### config.mk
export PLATFORM = sky130hd
export DESIGN_NAME = dlt645_frame_receiver
export DESIGN_NICKNAME = d
export VERILOG_FILES = /design/src/dlt645rx_pkg.sv /design/src/dlt645_frame_receiver.sv
export VERILOG_INCLUDE_DIRS = /design/src /design/src/src
export SDC_FILE = /design/constraint.sdc
export NUM_CORES = 1
export LEC_CHECK = 0
export ABC_AREA = 1
export CAP_MARGIN = 30
export CORE_MARGIN = 2
export CORE_UTILIZATION = 65
export CTS_CLUSTER_SIZE = 20
export DETAILED_ROUTE_END_ITERATION = 16
export DONT_BUFFER_PORTS = 1
export PLACE_DENSITY = 0.85
export SETUP_SLACK_MARGIN = 0.2
export SLEW_MARGIN = 20
export SYNTH_ARGS = -nofsm -noshare
export SYNTH_HDL_FRONTEND = slang
export SYNTH_SLANG_ARGS = --single-unit
export TNS_END_PERCENT = 50
### constraint.sdc
create_clock -name clk -period 4.52 [get_ports clk]
set_clock_uncertainty 0.2 [all_clocks]
set_input_delay 0.452 -clock clk [delete_from_list [all_inputs] [get_ports clk]]
set_output_delay 0.452 -clock clk [all_outputs]
set_load 0.005 [all_outputs]
### src/dlt645_frame_receiver_macros.svh
// Assertion macros for the DL/T 645 frame receiver.
// Each macro expects clk and rst_n in the scope where it is used.
`ifndef DLT645_FRAME_RECEIVER_MACROS_SVH
`define DLT645_FRAME_RECEIVER_MACROS_SVH

// The consequent must hold in the same cycle as the antecedent.
`define DLT645RX_ASSERT_NOW(lbl, ante, cons) \
  lbl: assert property (@(posedge clk) disable iff (!rst_n) (ante) |-> (cons)) \
    else $error("dlt645 frame receiver check failed");

// The consequent must hold in the cycle after the antecedent.
`define DLT645RX_ASSERT_NEXT(lbl, ante, cons) \
  lbl: assert property (@(posedge clk) disable iff (!rst_n) (ante) |=> (cons)) \
    else $error("dlt645 frame receiver check failed");

`endif

### src/dlt645rx_pkg.sv
// Shared types and constants for the DL/T 645 frame receiver.
// No dependencies.
package dlt645rx_pkg;

  localparam int POSITION_BITS_DEF = 16;

  localparam logic [7:0] START_BYTE      = 8'h68;
  localparam logic [7:0] END_BYTE        = 8'h16;
  localparam logic [7:0] HEADER_MORE     = 8'd9;
  localparam logic [7:0] HEADER_CHECK_IX = 8'd7;
  localparam logic [7:0] FRAME_EXTRA     = 8'd12;
  localparam logic [7:0] CHECKSUM_LEFT   = 8'd2;
  localparam logic [7:0] MAX_FRAME_RESET = 8'd100;

  localparam logic [2:0] EV_IDLE     = 3'd0;
  localparam logic [2:0] EV_START    = 3'd1;
  localparam logic [2:0] EV_BYTE     = 3'd2;
  localparam logic [2:0] EV_OK       = 3'd3;
  localparam logic [2:0] EV_HDR_BAD  = 3'd4;
  localparam logic [2:0] EV_TOO_LONG = 3'd5;
  localparam logic [2:0] EV_SUM_BAD  = 3'd6;
  localparam logic [2:0] EV_IGNORED  = 3'd7;

  localparam logic REG_MAX_FRAME = 1'b0;

  typedef struct packed {
    logic [7:0] rx_byte;
    logic       last_in_block;
  } in_t;

  typedef struct packed {
    logic [2:0]  event_res;
    logic [7:0]  frame_byte;
    logic [7:0]  frame_index;
    logic [7:0]  frame_length;
    logic        block_done;
    logic        block_found;
    logic [15:0] drop_count;
  } out_t;

endpackage

### src/dlt645_frame_receiver.sv
// Top level of the DL/T 645 frame receiver: byte parser, result register, APB register.
// Depends on dlt645rx_pkg and dlt645_frame_receiver_macros.svh.
//
//   Channel   Direction  Handshake            Payload
//   in_       input      in_valid / in_stall  dlt645rx_pkg::in_t
//   out_      output     out_valid / out_stall dlt645rx_pkg::out_t
//   config    input      psel/penable/pready  max_frame_size at byte address 0
//
// One request is taken per clock cycle unless the result is stalled; its result appears
// in the output register on the next cycle; the sustained rate is one byte per cycle.
// The frame state and the result register are the only storage in the byte path.
// A stalled result holds and stalls the input until it is taken.
// Reset is synchronous and active low; max_frame_size returns to 100.
`include "dlt645_frame_receiver_macros.svh"

module dlt645_frame_receiver #(
  parameter int POSITION_BITS = dlt645rx_pkg::POSITION_BITS_DEF
) (
  input  logic                clk,
  input  logic                rst_n,
  input  logic                in_valid,
  output logic                in_stall,
  input  dlt645rx_pkg::in_t   in_data,
  output logic                out_valid,
  input  logic                out_stall,
  output dlt645rx_pkg::out_t  out_data,
  input  logic                psel,
  input  logic                penable,
  input  logic                pwrite,
  input  logic [2:0]          paddr,
  input  logic [31:0]         pwdata,
  output logic [31:0]         prdata,
  output logic                pready
);

  typedef enum logic [3:0] {
    PH_HUNT   = 4'b0001,
    PH_HEADER = 4'b0010,
    PH_BODY   = 4'b0100,
    PH_IGNORE = 4'b1000
  } phase_t;

  phase_t                   phase_r, phase_nxt;
  logic [7:0]               left_r, left_nxt;
  logic [7:0]               widx_r, widx_nxt;
  logic [7:0]               len_r, len_nxt;
  logic [7:0]               sum_r, sum_nxt;
  logic                     chk_r, chk_nxt;
  logic [POSITION_BITS-1:0] bpos_r, bpos_nxt;
  logic [POSITION_BITS-1:0] hpos_r, hpos_nxt;
  logic                     hseen_r, hseen_nxt;
  logic                     found_r, found_nxt;
  logic [7:0]               max_r;
  logic                     out_valid_r, out_valid_nxt;
  dlt645rx_pkg::out_t       out_r, res;
  logic                     in_acc;
  logic [7:0]               b;
  logic [POSITION_BITS-1:0] drop_pos;
  logic [31:0]              drop_w;

  assign in_stall  = out_valid_r & out_stall;
  assign in_acc    = in_valid & ~in_stall;
  assign out_valid = out_valid_r;
  assign out_data  = out_r;
  assign b         = in_data.rx_byte;
  assign pready    = 1'b1;
  assign prdata    = (paddr[2] == dlt645rx_pkg::REG_MAX_FRAME) ? {24'd0, max_r} : 32'd0;

  always_comb begin
    phase_nxt = phase_r;
    left_nxt  = left_r;
    widx_nxt  = widx_r;
    len_nxt   = len_r;
    sum_nxt   = sum_r;
    chk_nxt   = chk_r;
    bpos_nxt  = bpos_r;
    hpos_nxt  = hpos_r;
    hseen_nxt = hseen_r;
    found_nxt = found_r;
    res       = '0;
    drop_pos  = '0;
    drop_w    = '0;
    res.event_res = dlt645rx_pkg::EV_IDLE;

    unique case (phase_r)
      PH_HUNT: begin
        if (b == dlt645rx_pkg::START_BYTE) begin
          res.event_res = dlt645rx_pkg::EV_START;
          res.frame_byte = b;
          hpos_nxt  = bpos_r;
          hseen_nxt = 1'b1;
          widx_nxt  = 8'd1;
          left_nxt  = dlt645rx_pkg::HEADER_MORE;
          sum_nxt   = b;
          chk_nxt   = 1'b0;
          phase_nxt = PH_HEADER;
        end
      end
      PH_HEADER: begin
        res.event_res   = dlt645rx_pkg::EV_BYTE;
        res.frame_byte  = b;
        res.frame_index = widx_r;
        sum_nxt  = 8'(sum_r + b);
        if (widx_r == dlt645rx_pkg::HEADER_CHECK_IX) begin
          chk_nxt = (b == dlt645rx_pkg::START_BYTE);
        end
        widx_nxt = 8'(widx_r + 8'd1);
        left_nxt = 8'(left_r - 8'd1);
        if (left_r == 8'd1) begin
          hpos_nxt = POSITION_BITS'(hpos_r + 1'b1);
          if (!chk_nxt) begin
            res.event_res = dlt645rx_pkg::EV_HDR_BAD;
            phase_nxt = PH_HUNT;
          end else if (({1'b0, b} + {1'b0, dlt645rx_pkg::FRAME_EXTRA}) > {1'b0, max_r}) begin
            res.event_res = dlt645rx_pkg::EV_TOO_LONG;
            phase_nxt = PH_HUNT;
          end else begin
            len_nxt   = b;
            left_nxt  = 8'(b + dlt645rx_pkg::CHECKSUM_LEFT);
            chk_nxt   = 1'b0;
            phase_nxt = PH_BODY;
          end
        end
      end
      PH_BODY: begin
        res.event_res   = dlt645rx_pkg::EV_BYTE;
        res.frame_byte  = b;
        res.frame_index = widx_r;
        if (left_r == dlt645rx_pkg::CHECKSUM_LEFT) begin
          chk_nxt = (b == sum_r);
        end else if (left_r > dlt645rx_pkg::CHECKSUM_LEFT) begin
          sum_nxt = 8'(sum_r + b);
        end
        widx_nxt = 8'(widx_r + 8'd1);
        if (left_r <= 8'd1) begin
          left_nxt  = 8'd0;
          phase_nxt = PH_HUNT;
          if (b == dlt645rx_pkg::END_BYTE && chk_nxt) begin
            res.event_res    = dlt645rx_pkg::EV_OK;
            res.frame_length = 8'(len_r + dlt645rx_pkg::FRAME_EXTRA);
            found_nxt = 1'b1;
            phase_nxt = PH_IGNORE;
          end else begin
            res.event_res = dlt645rx_pkg::EV_SUM_BAD;
            hpos_nxt = POSITION_BITS'(hpos_r + 1'b1);
          end
        end else begin
          left_nxt = 8'(left_r - 8'd1);
        end
      end
      PH_IGNORE: begin
        res.event_res = dlt645rx_pkg::EV_IGNORED;
      end
      default: begin
        phase_nxt = PH_HUNT;
      end
    endcase

    if (in_data.last_in_block) begin
      drop_pos = (found_nxt || !hseen_nxt) ? POSITION_BITS'(bpos_r + 1'b1) : hpos_nxt;
      drop_w   = 32'(drop_pos);
      res.block_done  = 1'b1;
      res.block_found = found_nxt;
      res.drop_count  = drop_w[15:0];
      phase_nxt = PH_HUNT;
      left_nxt  = '0;
      widx_nxt  = '0;
      len_nxt   = '0;
      sum_nxt   = '0;
      chk_nxt   = 1'b0;
      bpos_nxt  = '0;
      hpos_nxt  = '0;
      hseen_nxt = 1'b0;
      found_nxt = 1'b0;
    end else begin
      bpos_nxt = POSITION_BITS'(bpos_r + 1'b1);
    end
  end

  always_comb begin
    if (in_acc) begin
      out_valid_nxt = 1'b1;
    end else if (out_stall) begin
      out_valid_nxt = out_valid_r;
    end else begin
      out_valid_nxt = 1'b0;
    end
  end

  always_ff @(posedge clk) begin
    if (!rst_n) begin
      phase_r     <= PH_HUNT;
      left_r      <= '0;
      widx_r      <= '0;
      len_r       <= '0;
      sum_r       <= '0;
      chk_r       <= 1'b0;
      bpos_r      <= '0;
      hpos_r      <= '0;
      hseen_r     <= 1'b0;
      found_r     <= 1'b0;
      max_r       <= dlt645rx_pkg::MAX_FRAME_RESET;
      out_valid_r <= 1'b0;
    end else begin
      out_valid_r <= out_valid_nxt;
      if (in_acc) begin
        phase_r <= phase_nxt;
        left_r  <= left_nxt;
        widx_r  <= widx_nxt;
        len_r   <= len_nxt;
        sum_r   <= sum_nxt;
        chk_r   <= chk_nxt;
        bpos_r  <= bpos_nxt;
        hpos_r  <= hpos_nxt;
        hseen_r <= hseen_nxt;
        found_r <= found_nxt;
      end
      if (psel && penable && pwrite && pready && paddr[2] == dlt645rx_pkg::REG_MAX_FRAME) begin
        max_r <= pwdata[7:0];
      end
    end
  end

  always_ff @(posedge clk) begin
    if (in_acc) begin
      out_r <= res;
    end
  end

  `DLT645RX_ASSERT_NEXT(a_block_clears, in_acc && in_data.last_in_block, phase_r == PH_HUNT && bpos_r == '0 && !found_r)
  `DLT645RX_ASSERT_NEXT(a_ignore_holds, in_acc && phase_r == PH_IGNORE && !in_data.last_in_block, phase_r == PH_IGNORE && found_r)
  `DLT645RX_ASSERT_NOW(a_ok_length, out_valid_r && out_r.event_res == dlt645rx_pkg::EV_OK, out_r.frame_length >= dlt645rx_pkg::FRAME_EXTRA && (out_r.block_found || !out_r.block_done))

endmodule

# ---- Word level (Yosys, flattened, before mapping)
# Index checks and enable logic that the tools add are counted.
dict set report op_classes {
  n_addsub 8
  order_cmp 3
  eq_ne 18
  n_mux 65
  bitwise 4
  reduce_logical 18
}
# cell count
set ops {}
lappend ops {{8-bit two-way mux} 18}
lappend ops {{16-bit two-way mux} 7}
lappend ops {{16-bit case mux with 3 select lines} 1}
lappend ops {{8-bit case mux with 3 select lines} 2}
lappend ops {{16-bit by 1-bit adder with 16-bit output (second input constant)} 2}
lappend ops {{8-bit case mux with 2 select lines} 2}
lappend ops {{4-bit two-way mux} 6}
lappend ops {{1-bit two-way mux} 18}
lappend ops {{18-bit two-way mux} 1}
lappend ops {{3-bit two-way mux} 6}
lappend ops {{4-bit case mux with 4 select lines} 1}
lappend ops {{3-bit != test (second input constant)} 5}
lappend ops {{5-bit AND reduction} 3}
lappend ops {{3-bit case mux with 4 select lines} 1}
lappend ops {{8-bit by 4-bit adder with 9-bit output (second input constant)} 1}
lappend ops {{9-bit by 8-bit > comparator with 1-bit output} 1}
lappend ops {{9-bit two-way mux} 1}
lappend ops {{3-bit AND reduction} 3}
lappend ops {{8-bit by 1-bit adder with 8-bit output (second input constant)} 1}
lappend ops {{8-bit by 2-bit adder with 8-bit output (second input constant)} 1}
lappend ops {{8-bit by 4-bit adder with 8-bit output (second input constant)} 1}
lappend ops {{8-bit adder} 1}
lappend ops {{8-bit by 1-bit == test with 1-bit output (second input constant)} 1}
lappend ops {{8-bit by 2-bit == test with 1-bit output (second input constant)} 1}
lappend ops {{23 further kinds} 31}
dict set report totals {
  ff_bits 125
  inputBits 51
  out_inout_bits 80
  elab_cells 135
}

# ---- Depth between registers and ports, before layout
# Gate-level depths: netlist (run 1).
dict set report logic_depth {
  depth_word 10
  depth_mapped 20
  mapped_depth_nobuf 20
}

# ---- Least setup slack after synthesis (run 1)
# Ideal clock, no wire load.
dict set report synth_path {
  path_kind {input-to-reg}
  from {input port out_stall}
  to {register sum_r[7]}
  arrival_time_ps 3067
  required_time_ps 4250
  setup_slack_ps 1183
  cell_stages 9
  path_cell_list {nand2_1 inv_1 nor2_2 nand2_1 a21oi_4 nand2_2 nor2_4 o211ai_1 a21oi_1}
}
dict set report synth_via {
  elab_chain_len 4
}
# item line_no
set synth_lines {}
lappend synth_lines {{from (decl)} dlt645_frame_receiver.sv:25} ;# input logic out_stall,
lappend synth_lines {{1-bit AND} dlt645_frame_receiver.sv:61} ;# assign in_stall = out_valid_r & out_stall;
lappend synth_lines {{named net in_stall} dlt645_frame_receiver.sv:22} ;# output logic in_stall,
lappend synth_lines {{1-bit inverter} dlt645_frame_receiver.sv:62} ;# assign in_acc = in_valid & ~in_stall;
lappend synth_lines {{1-bit AND} dlt645_frame_receiver.sv:62}
lappend synth_lines {{named net in_acc} dlt645_frame_receiver.sv:56} ;# logic in_acc;
lappend synth_lines {{5-bit AND reduction (no source line)} -}
lappend synth_lines {{to (signal assigned)} dlt645_frame_receiver.sv:211} ;# sum_r <= sum_nxt;
lappend synth_lines {{to (decl)} dlt645_frame_receiver.sv:47} ;# logic [7:0] sum_r, sum_nxt;
# The timed path passes the listed nets, and every way through them passes these cells.
# A chain may end at the register's enable or synchronous reset.

# ---- Worst setup path in the final report (run 1)
dict set report layout_path {
  from {register phase_r[2]}
  to {register left_r[2]}
}
dict set report layout_via {
  elab_chain_len 3
  word_cells_on_any_way 8
  cone_classes {eq/ne (4); mux (2); reduce/logical (2)}
}
# item line_no
set layout_lines {}
lappend layout_lines {{from (decl)} dlt645_frame_receiver.sv:43} ;# phase_t phase_r, phase_nxt;
lappend layout_lines {{from (signal assigned)} dlt645_frame_receiver.sv:207} ;# phase_r <= phase_nxt;
lappend layout_lines {{4-bit by 1-bit == test with 1-bit output (tied with other cells)} dlt645_frame_receiver.sv:85} ;# unique case (phase_r)
lappend layout_lines {{3-bit != test (no source line) (tied with other cells)} -}
lappend layout_lines {{3-bit AND reduction (no source line) or 8-bit two-way mux (tied branches)} -}
lappend layout_lines {{to (signal assigned)} dlt645_frame_receiver.sv:208} ;# left_r <= left_nxt;
lappend layout_lines {{to (decl)} dlt645_frame_receiver.sv:44} ;# logic [7:0] left_r, left_nxt;
# Several ways; a longest one is shown, not always the timed one.

==> flow_summary_export.csv, run 1 <==
group,metric,value,unit
outcome,status,"completed",
clock_network,htree_levels,4,
power_and_ir_drop,leakagePower,3.54,nW
power_and_ir_drop,p_switching,0.831,mW
yosys,synthTopCellsByCount,"273 x nand2_1, 115 x inv_1, 103 x nor2_1",
final_layout,instances_no_fill,1267,
global_route,track_usage,0.339,
clock_network,clk_latency,0.43,ns
setup_path,cp_max_fo,22,
timing,hold_violations,0,
global_route,grt_pass1_wl,34700,um
timing,period_needed,3.47,ns
timing,period_share,0.769,
setup_path,crit_type,"flop to flop",
die,core_area,0.0120,mm^2
yosys,synth_flop_cell,"dfxtp_1",
timing,relSlewSlack,0.425,
yosys,synth.most_common_cell,"nand2_1",
drt,final_antenna_net_count,0,
final_layout,area_delta_synth_final,8.96,%
setup_path,worstSetupEndpointType,"flop",
setup_path,required,4.67,ns
power_and_ir_drop,powerDensity,337,mW/mm^2
drt,vias_per_cell,5.99,
timing,setup_viol,0,
yosys,synth-seq-area-share,0.373,
setup_path,critPathLaunchType,"flop",
global_route,grt_antenna_before_repair,0,
drt,num_vias,7593,
yosys,yosysTopAreaCellShare,0.202,
drt,drt_wl_total,21200,um
yosys,yosysTopAreaCell,"dfxtp_1",
place,gp_congestion,0.963,
global_route,grt_util_met1,0.463,
place,place_hpwl,13900,um
power_and_ir_drop,max-vdd-ir-drop,0.242,mV
die,die-area,0.0131,mm^2
power_and_ir_drop,power_frac_comb,0.129,
yosys,synth_edf_count,45,
timing,grt_setup_unrepaired,"no",
final_layout,diodes,0,
power_and_ir_drop,swShare,0.285,
yosys,synthTopCellsByArea,"dfxtp_1 20%, edfxtp_1 17%, nand2_1 13%",
global_route,grt_max_degree,52,
clock_network,cts_tree,"yes",
timing,slew_viol_final,0,
die,start_util,0.662,
final_layout,drive_gt1_frac,0.0759,
global_route,grt_pass1_vias,6958,
yosys,synth_seq_cells,125,
worst_hold_path,hp-class,"primary input to flop",
die,die_x,114,um
yosys,syn_inst,1108,
final_layout,nNetsFinal,1186,
yosys,syn_avg_cell_area,7.15,um^2
clock_network,ctsResizeCount,0,
clock_network,max-clock-path-buffers,2,
clock_network,clk_pin_slew,0.06,ns
clock_network,cts_root_buf,"clkbuf_16",
timing,worstMarginPinSlew,0.861,ns
drt,wl_per_cell,16.8,um
yosys,synthArstFlopShare,0,
final_layout,fillers,948,
drt,drt-initial-drc-count,876,
clock_network,cts_made_buffers,17,
yosys,netlist_area,0.00792,mm^2
yosys,ys.warnings.count,0,
timing,final.setup.tns,0,ns
drt,drc,0,
power_and_ir_drop,p_total,2.91,mW
drt,firstDrtPassIters,5,
global_route,use_met3,0.0768,
setup_path,cp.arrival,3.63,ns
clock_network,clock-sinks,125,
global_route,grt.overflow.total,0,
power_and_ir_drop,p_int,2.08,mW
timing,max_freq,288,MHz
die,rows,40,
place,placed_cells,1222,
die,ios,131,
yosys,yosysUniqueCellTypes,47,
power_and_ir_drop,power_frac_seq,0.422,
flow_run,maxCapViolCount,0,
global_route,grt_use_met2,0.523,
power_and_ir_drop,p_clk_frac,0.450,
die,die-height,114,um
global_route,globalRoute.busiestLayer,"met2",
place,numPortBuffers,0,
==> power by group through the flow <==
stage	clock, mW	sequential [mW]	combinational (mW)
5_1_grt	1.37	1.23	0.417
2_1_floorplan	0	1.24	0.293
3_3_place_gp	0	1.25	0.330
3_5_place_dp	0	1.25	0.345
6_report	1.31	1.23	0.375
4_1_cts	1.31	1.23	0.362
==> worst max-delay path, stage by stage, from the launching register on <==
cell and delay [ns]:
dfxtp_1 0.35, nor2_2 0.17, nand3_1 0.30, inv_2 0.39
nor2_2 0.08, buf_4 0.24, inv_2 0.26, nor2_4 0.15
inv_2 0.19, nand2_1 0.13, nor3_2 0.58, nand2_1 0.15
a21oi_1 0.19
==> area by class of cell <==
| class | count | area [um^2] | share of cell area |
|---|---|---|---|
| clock buffer | 17 | 425 | 0.0493 |
| clock inverter | 15 | 140 | 0.0162 |
| tap | 147 | 184 | 0.0213 |
| inverter | 124 | 470 | 0.0545 |
| multi-input combinational | 818 | 4230 | 0.491 |
| timing repair buffer | 21 | 223 | 0.0258 |
| sequential | 125 | 2950 | 0.342 |
==> routing by layer <==
| metal | share of wire | wire, um |
|---|---|---|
| met1 | 0.42 | 8930 |
| met2 | 0.46 | 9690 |
| met3 | 0.098 | 2070 |
| met4 | 0.025 | 527 |
| met5 | 0 | 0 |
==> flip-flops by register name, indices dropped and copies added, names as in the netlist <==
register / count
found_r: 1
phase_r: 4
left_r: 8
widx_r: 8
bpos_r: 16
hseen_r: 1
out_valid: 1
hpos_r: 16
out_data: 45
len_r: 8
sum_r: 8
chk_r: 1
max_r: 8
==> cell usage in the layout, fill, tap and decap left out, drive strengths merged, types with 13 or more instances in the layout <==
cell type    count
conb            25
or2             14
xor2            33
nand2          279
o211ai          18
edfxtp          45
nor3            26
dfxtp           80
clkbuf          17
ha              27
inv            127
dlygate4sd3     13
nor2           111
nand3           72
nand4           16
o21ai           50
a21oi          101
==> metrics by stage <==
step	util	instance area, um^2	worst slack [ns]	hold slack (ns)
detailed placement	0.663	7930	1.20	0.265
CTS	0.721	8630	1.16	0.00383
floorplan	-	8000	1.18	0.241
global route	0.721	8630	0.899	0.0196
global placement	0.659	7880	1.26	0.252
finish	0.721	8630	1.05	0.000273
==> what timing repair did <==
action	in CTS	in global routing
hold endpoints to repair	24	0
setup buffers	0	0
hold buffers	13	0
==> final timing paths <==
kind / startpoint / to / slack [ns] / depth (start not counted)
setup / recovery: phase_r[2]$_SDFFE_PN0P_ / left_r[2]$_SDFFE_PN0P_ / 1.05 / 12
hold / removal: out_stall / out_valid$_SDFFE_PN0P_ / 0.0003 / 2
setup reg to reg: phase_r[2]$_SDFFE_PN0P_ / left_r[2]$_SDFFE_PN0P_ / 1.05 / 12
hold reg to reg: sum_r[0]$_SDFFE_PN0P_ / sum_r[0]$_SDFFE_PN0P_ / 0.27 / 2
==> cell families after synthesis <==
kind of cell / count (synthesis) / synth area share
flops: 125 / 0.373
compound gates: 191 / 0.135
buf+inv: 188 / 0.104
fa+ha+maj: 28 / 0.0452
other cells: 2 / 0.000949
simple gates: 532 / 0.296
xor+xnor: 42 / 0.0465
Note: power is estimated with default switching activity, not from simulation.
==> run 2, diff against run 1 <==
==> constraint.sdc (replaced) <==
create_clock -name clk -period 3.29 [get_ports clk]
set_clock_uncertainty 0.2 [all_clocks]
set_input_delay 0.329 -clock clk [delete_from_list [all_inputs] [get_ports clk]]
set_output_delay 0.329 -clock clk [all_outputs]
set_load 0.005 [all_outputs]
==> run 2 against run 1 <==
  * Utilization rose by 2.1 points
  * Sequential cell count is the same
  * Final cell count rose by 2.1%
  * Worst hold slack improved by 0.0075 ns
  * Sequential share of layout area is 0.96 points lower
  * Final area increased by 2.9%
  * Clock power increased by 50%
  * Largest power group unchanged
==> flow_summary_export.csv, run 2 (same netlist as run 1, synthesis figures left out) <==
group,metric,value,unit
timing,fin_hold_ws,0.00772,ns
clock_network,max-clock-path-buffers,2,
setup_path,worstSetupEndpointType,"flop",
place,place_hpwl,13900,um
timing,setup_viol,0,
die,die_x,114,um
place,place_ws,0.306,ns
die,core_area,0.0120,mm^2
power_and_ir_drop,leakagePower,3.66,nW
final_layout,area_delta_synth_final,12.1,%
clock_network,cts_root_buf,"clkbuf_16",
clock_network,clk_latency,0.44,ns
setup_path,cp.arrival,2.90,ns
timing,grt_setup_unrepaired,"no",
setup_path,required,3.28,ns
timing,hold_violations,0,
power_and_ir_drop,p_total,4.20,mW
setup_path,reg2reg_slack,0.43,ns
drt,drt_wl_total,21800,um
setup_path,crit_type,"primary input to flop",
place,numPortBuffers,0,
final_layout,fillers,858,
place,gp_congestion,0.995,
timing,max_freq,343,MHz
drt,drc,0,
global_route,grt_antenna_before_repair,1,
clock_network,clock-sinks,125,
outcome,status,"completed",
global_route,grt_max_degree,35,
drt,vias_per_cell,6.03,
setup_path,critPathLaunchType,"primary input",
die,rows,40,
clock_network,htree_levels,4,
global_route,grt.overflow.total,0,
power_and_ir_drop,powerDensity,473,mW/mm^2
worst_hold_path,hp-class,"primary input to flop",
power_and_ir_drop,max-vdd-ir-drop,0.313,mV
final_layout,drive_gt1_frac,0.0873,
die,die-area,0.0131,mm^2
timing,relSlewSlack,0.428,
clock_network,clk_pin_slew,0.06,ns
clock_network,cts_tree,"yes",
timing,final.setup.tns,0,ns
drt,firstDrtPassIters,7,
final_layout,multi_input_area,0.00425,mm^2
global_route,grt_pass1_wl,35500,um
die,ios,131,
final_layout,largest_reg_flops,45,
drt,wl_per_cell,16.9,um
die,die-height,114,um
global_route,grt_pass1_vias,7148,
drt,drt-initial-drc-count,1227,
final_layout,nNetsFinal,1211,
timing,worst_slack,0.379,ns
final_layout,layout_commonest_cell,"nand2_1",
global_route,track_usage,0.345,
die,start_util,0.662,
setup_path,cp_max_fo,23,
final_layout,final_cell_mix,"272 x nand2_1, 114 x inv_1, 102 x nor2_1, 98 x a21oi_1, 80 x dfxtp_1",
drt,final_antenna_net_count,0,
clock_network,cts_made_buffers,17,
timing,period_share,0.885,
flow_run,maxCapViolCount,0,
timing,period_needed,2.91,ns
timing,worstMarginPinSlew,0.855,ns
timing,slew_viol_final,0,
drt,num_vias,7793,
final_layout,seq_area,0.00295,mm^2
[run 2: changes by cell type in the layout (fill, tap and decap cells not counted), sizes merged]
cell         before  now
buf               8   21
dlygate4sd3      13   25
bufinv            1    3
clkinvlp          2    0
diode             0    1
[run 2: power by group]
| group | switching, mW | internal (mW) | leakage, nW | total (mW) |
|---|---|---|---|---|
| sequential | 0.0336 | 1.65 | 1.10 | 1.68 |
| clock | 0.763 | 1.20 | 0.300 | 1.96 |
| combinational | 0.372 | 0.176 | 2.26 | 0.548 |
[run 2: metrics by stage]
stage | cell area [um^2] | cells | utilization
finish | 8880 | 1293 | 0.742
CTS | 8840 | 1290 | 0.739
global placement | 7980 | 1233 | 0.667
floorplan | 8010 | 1131 | -
detailed placement | 7980 | 1233 | 0.667
global route | 8880 | 1293 | 0.742
[run 2: worst paths after layout]
| kind | depth (start not counted) | end | start |
|---|---|---|---|
| worst max-delay path | 13 | out_data[9]$_SDFFCE_PN0P_ | in_data[7] |
| worst min-delay path | 3 | out_data[1]$_SDFFCE_PN0P_ | in_data[0] |
| worst max register to register | 14 | out_data[10]$_SDFFCE_PN0P_ | sum_r[6]$_SDFFE_PN0P_ |
| worst min register to register | 2 | sum_r[0]$_SDFFE_PN0P_ | sum_r[0]$_SDFFE_PN0P_ |
[run 2: repair_timing]
| action | in CTS | in global routing |
|---|---|---|
| hold buffers | 25 | 0 |
| hold endpoints to repair | 51 | 0 |
| resized for setup | 0 | 4 |
| setup buffers | 0 | 2 |
| setup endpoints to repair | 0 | 24 |
[run 2: metal layers]
metal | up-vias | share of wire | GRT usage
met1 | 3498 | 0.40 | 0.466
met4 | 0 | 0.040 | 0.159
li1 | 3654 | - | -
met3 | 94 | 0.12 | 0.0948
met5 | - | 0 | 0
met2 | 547 | 0.44 | 0.515
[run 2: area by class of cell]
class | count | share of cell area
well taps | 147 | 0.0207
repair buffers | 46 | 0.0460
diodes | 1 | 0.000282
clock buffers | 17 | 0.0479
inverters | 124 | 0.0530
multi-input cells | 818 | 0.478
flip-flops and latches | 125 | 0.333
clock inverters | 15 | 0.0210
[run 2: critical path: stages]
cell	delay, ns
dlygate4sd3_1	0.62
inv_1	0.17
nand2_1	0.09
nor3_1	0.42
nand3_2	0.24
inv_2	0.14
nand2_2	0.14
inv_2	0.14
nor3_4	0.08
inv_4	0.23
a21oi_1	0.11
o21ai_1	0.13
inv_1	0.06
==> run 3, diff against run 2 <==
==> constraint.sdc (replaced) <==
create_clock -name clk -period 3.1 [get_ports clk]
set_clock_uncertainty 0.2 [all_clocks]
set_input_delay 0.31 -clock clk [delete_from_list [all_inputs] [get_ports clk]]
set_output_delay 0.31 -clock clk [all_outputs]
set_load 0.005 [all_outputs]
==> run 3 against run 2 <==
  * Combinational power is 9.1% higher
  * Clock-buffer cell count is 3 higher
  * Critical endpoint is now len_r[4]$_SDFFE_PN0P_
  * Clock power is 4% higher
  * Power is 5.2% higher
  * Die area stayed put
  * Critical path type unchanged
  * Register-to-register slack worse by 0.11 ns
  * Sequential power is 7% higher
  * Highest routed layer unchanged
  * Final area is 1.4% higher
==> flow_summary_export.csv, run 3 (same netlist as run 1, synthesis figures left out) <==
group,metric,value,unit
outcome,status,"completed",
global_route,grt_pass1_wl,33900,um
final_layout,drive_gt1_frac,0.105,
setup_path,required,3.18,ns
place,placed_cell_area,0.00801,mm^2
final_layout,layout_commonest_cell,"nand2_1",
final_layout,final_cell_area,0.00900,mm^2
die,rows,40,
global_route,grt_pass1_vias,6903,
final_layout,instances_no_fill,1302,
power_and_ir_drop,powerDensity,490,mW/mm^2
final_layout,largest_reg_flops,45,
clock_network,cts_made_buffers,17,
drt,firstDrtPassIters,6,
clock_network,max-clock-path-buffers,2,
setup_path,reg2reg_slack,0.32,ns
final_layout,fillers,876,
global_route,grt.overflow.total,0,
worst_hold_path,hp-class,"primary input to flop",
timing,grt_setup_unrepaired,"yes",
die,ios,131,
drt,drc,0,
power_and_ir_drop,p_total,4.41,mW
setup_path,cp_max_fo,8,
power_and_ir_drop,max-vdd-ir-drop,0.379,mV
drt,vias_per_cell,5.96,
die,core_area,0.0120,mm^2
setup_path,path_cells,"dlygate4sd3_1 > inv_1 > ha_1 > nor3_1 > nand3_1 > nand3_1 > nand2_2 > nand3_2 > nor2_2 > buf_4 > nand2_1 > dlygate4sd3_1 > a21oi_2",
drt,route.top_layer_used,"met4",
clock_network,clk_latency,0.43,ns
timing,worst_slack,0.314,ns
place,numPortBuffers,0,
die,start_util,0.662,
drt,dr_wl_met2,9670,um
place,placed_cells,1237,
global_route,grt_max_degree,51,
setup_path,crit_path_top_delay_cell,"dlygate4sd3_1",
setup_path,critPathLaunchType,"primary input",
drt,wl_met1,9000,um
clock_network,cts_root_buf,"clkbuf_16",
clock_network,clock-sinks,125,
die,die_x,114,um
die,die-area,0.0131,mm^2
setup_path,cp.arrival,2.87,ns
final_layout,area_delta_synth_final,13.7,%
drt,met3_length,2360,um
drt,drt-initial-drc-count,1065,
drt,final_antenna_net_count,0,
clock_network,clk_pin_slew,0.06,ns
flow_run,maxCapViolCount,0,
place,place_hpwl,13900,um
die,die-height,114,um
timing,hold_violations,0,
global_route,grt_antenna_before_repair,1,
global_route,track_usage,0.331,
final_layout,nNetsFinal,1220,
timing,final.setup.tns,0,ns
timing,fin_hold_ws,0.0574,ns
clock_network,htree_levels,4,
clock_network,cts_tree,"yes",
final_layout,final_cell_mix,"271 x nand2_1, 113 x inv_1, 99 x nor2_1, 96 x a21oi_1, 78 x dfxtp_1",
timing,period_share,0.899,
final_layout,fin_util,0.753,
power_and_ir_drop,leakagePower,3.69,nW
drt,num_vias,7762,
drt,wl_per_cell,16.7,um
setup_path,crit_type,"primary input to flop",
place,place_ws,0.211,ns
timing,relSlewSlack,0.381,
timing,period_needed,2.79,ns
place,gp_congestion,0.937,
timing,setup_viol,0,
timing,slew_viol_final,0,
setup_path,worstSetupEndpointType,"flop",
drt,drt_wl_total,21800,um
setup_path,cpPeakStageDelay,0.65,ns
timing,max_freq,359,MHz
timing,worstMarginPinSlew,0.925,ns
## run 3: layout make-up
class | count | area (um^2) | area share
clock buffers | 20 | 489 | 0.0543
multi-input cells | 818 | 4300 | 0.477
well taps | 147 | 184 | 0.0204
diodes | 1 | 2.50 | 0.000278
flip-flops and latches | 125 | 2960 | 0.328
repair buffers | 55 | 478 | 0.0531
clock inverters | 12 | 119 | 0.0132
inverters | 124 | 477 | 0.0530
## run 3: worst paths after layout
kind | startpoint | cells after the start | endpoint
min reg2reg | sum_r[3]$_SDFFE_PN0P_ | 2 | sum_r[3]$_SDFFE_PN0P_
max reg2reg | sum_r[6]$_SDFFE_PN0P_ | 14 | out_data[2]$_SDFFCE_PN0P_
max | in_data[1] | 13 | len_r[4]$_SDFFE_PN0P_
min | in_data[2] | 5 | left_r[1]$_SDFFE_PN0P_
## run 3: worst max-delay path, delay by kind of cell
| kind | cells | cell delay, ns |
|---|---|---|
| compound gates | 1 | 0.06 |
| buf+inv | 4 | 1.54 |
| fa+ha+maj | 1 | 0.23 |
| simple gates | 7 | 0.70 |
## run 3: timing repair
action / 4_1_cts / 5_1_grt
buffers inserted: 0 / 6
endpoints found under the hold margin: 52 / 1
resized for setup: 0 / 21
hold buffers: 25 / 1
endpoints found under the setup margin: 0 / 21
## run 3: power breakdown
part / switching, mW / total, mW / internal [mW]
registers: 0.0364 / 1.79 / 1.75
clock network: 0.790 / 2.03 / 1.24
logic: 0.399 / 0.598 / 0.199
## run 3: per-layer routing
layer	GRT usage	up-vias
met5	0	-
met4	0.176	0
met3	0.0667	69
met2	0.498	467
met1	0.451	3547
li1	-	3679
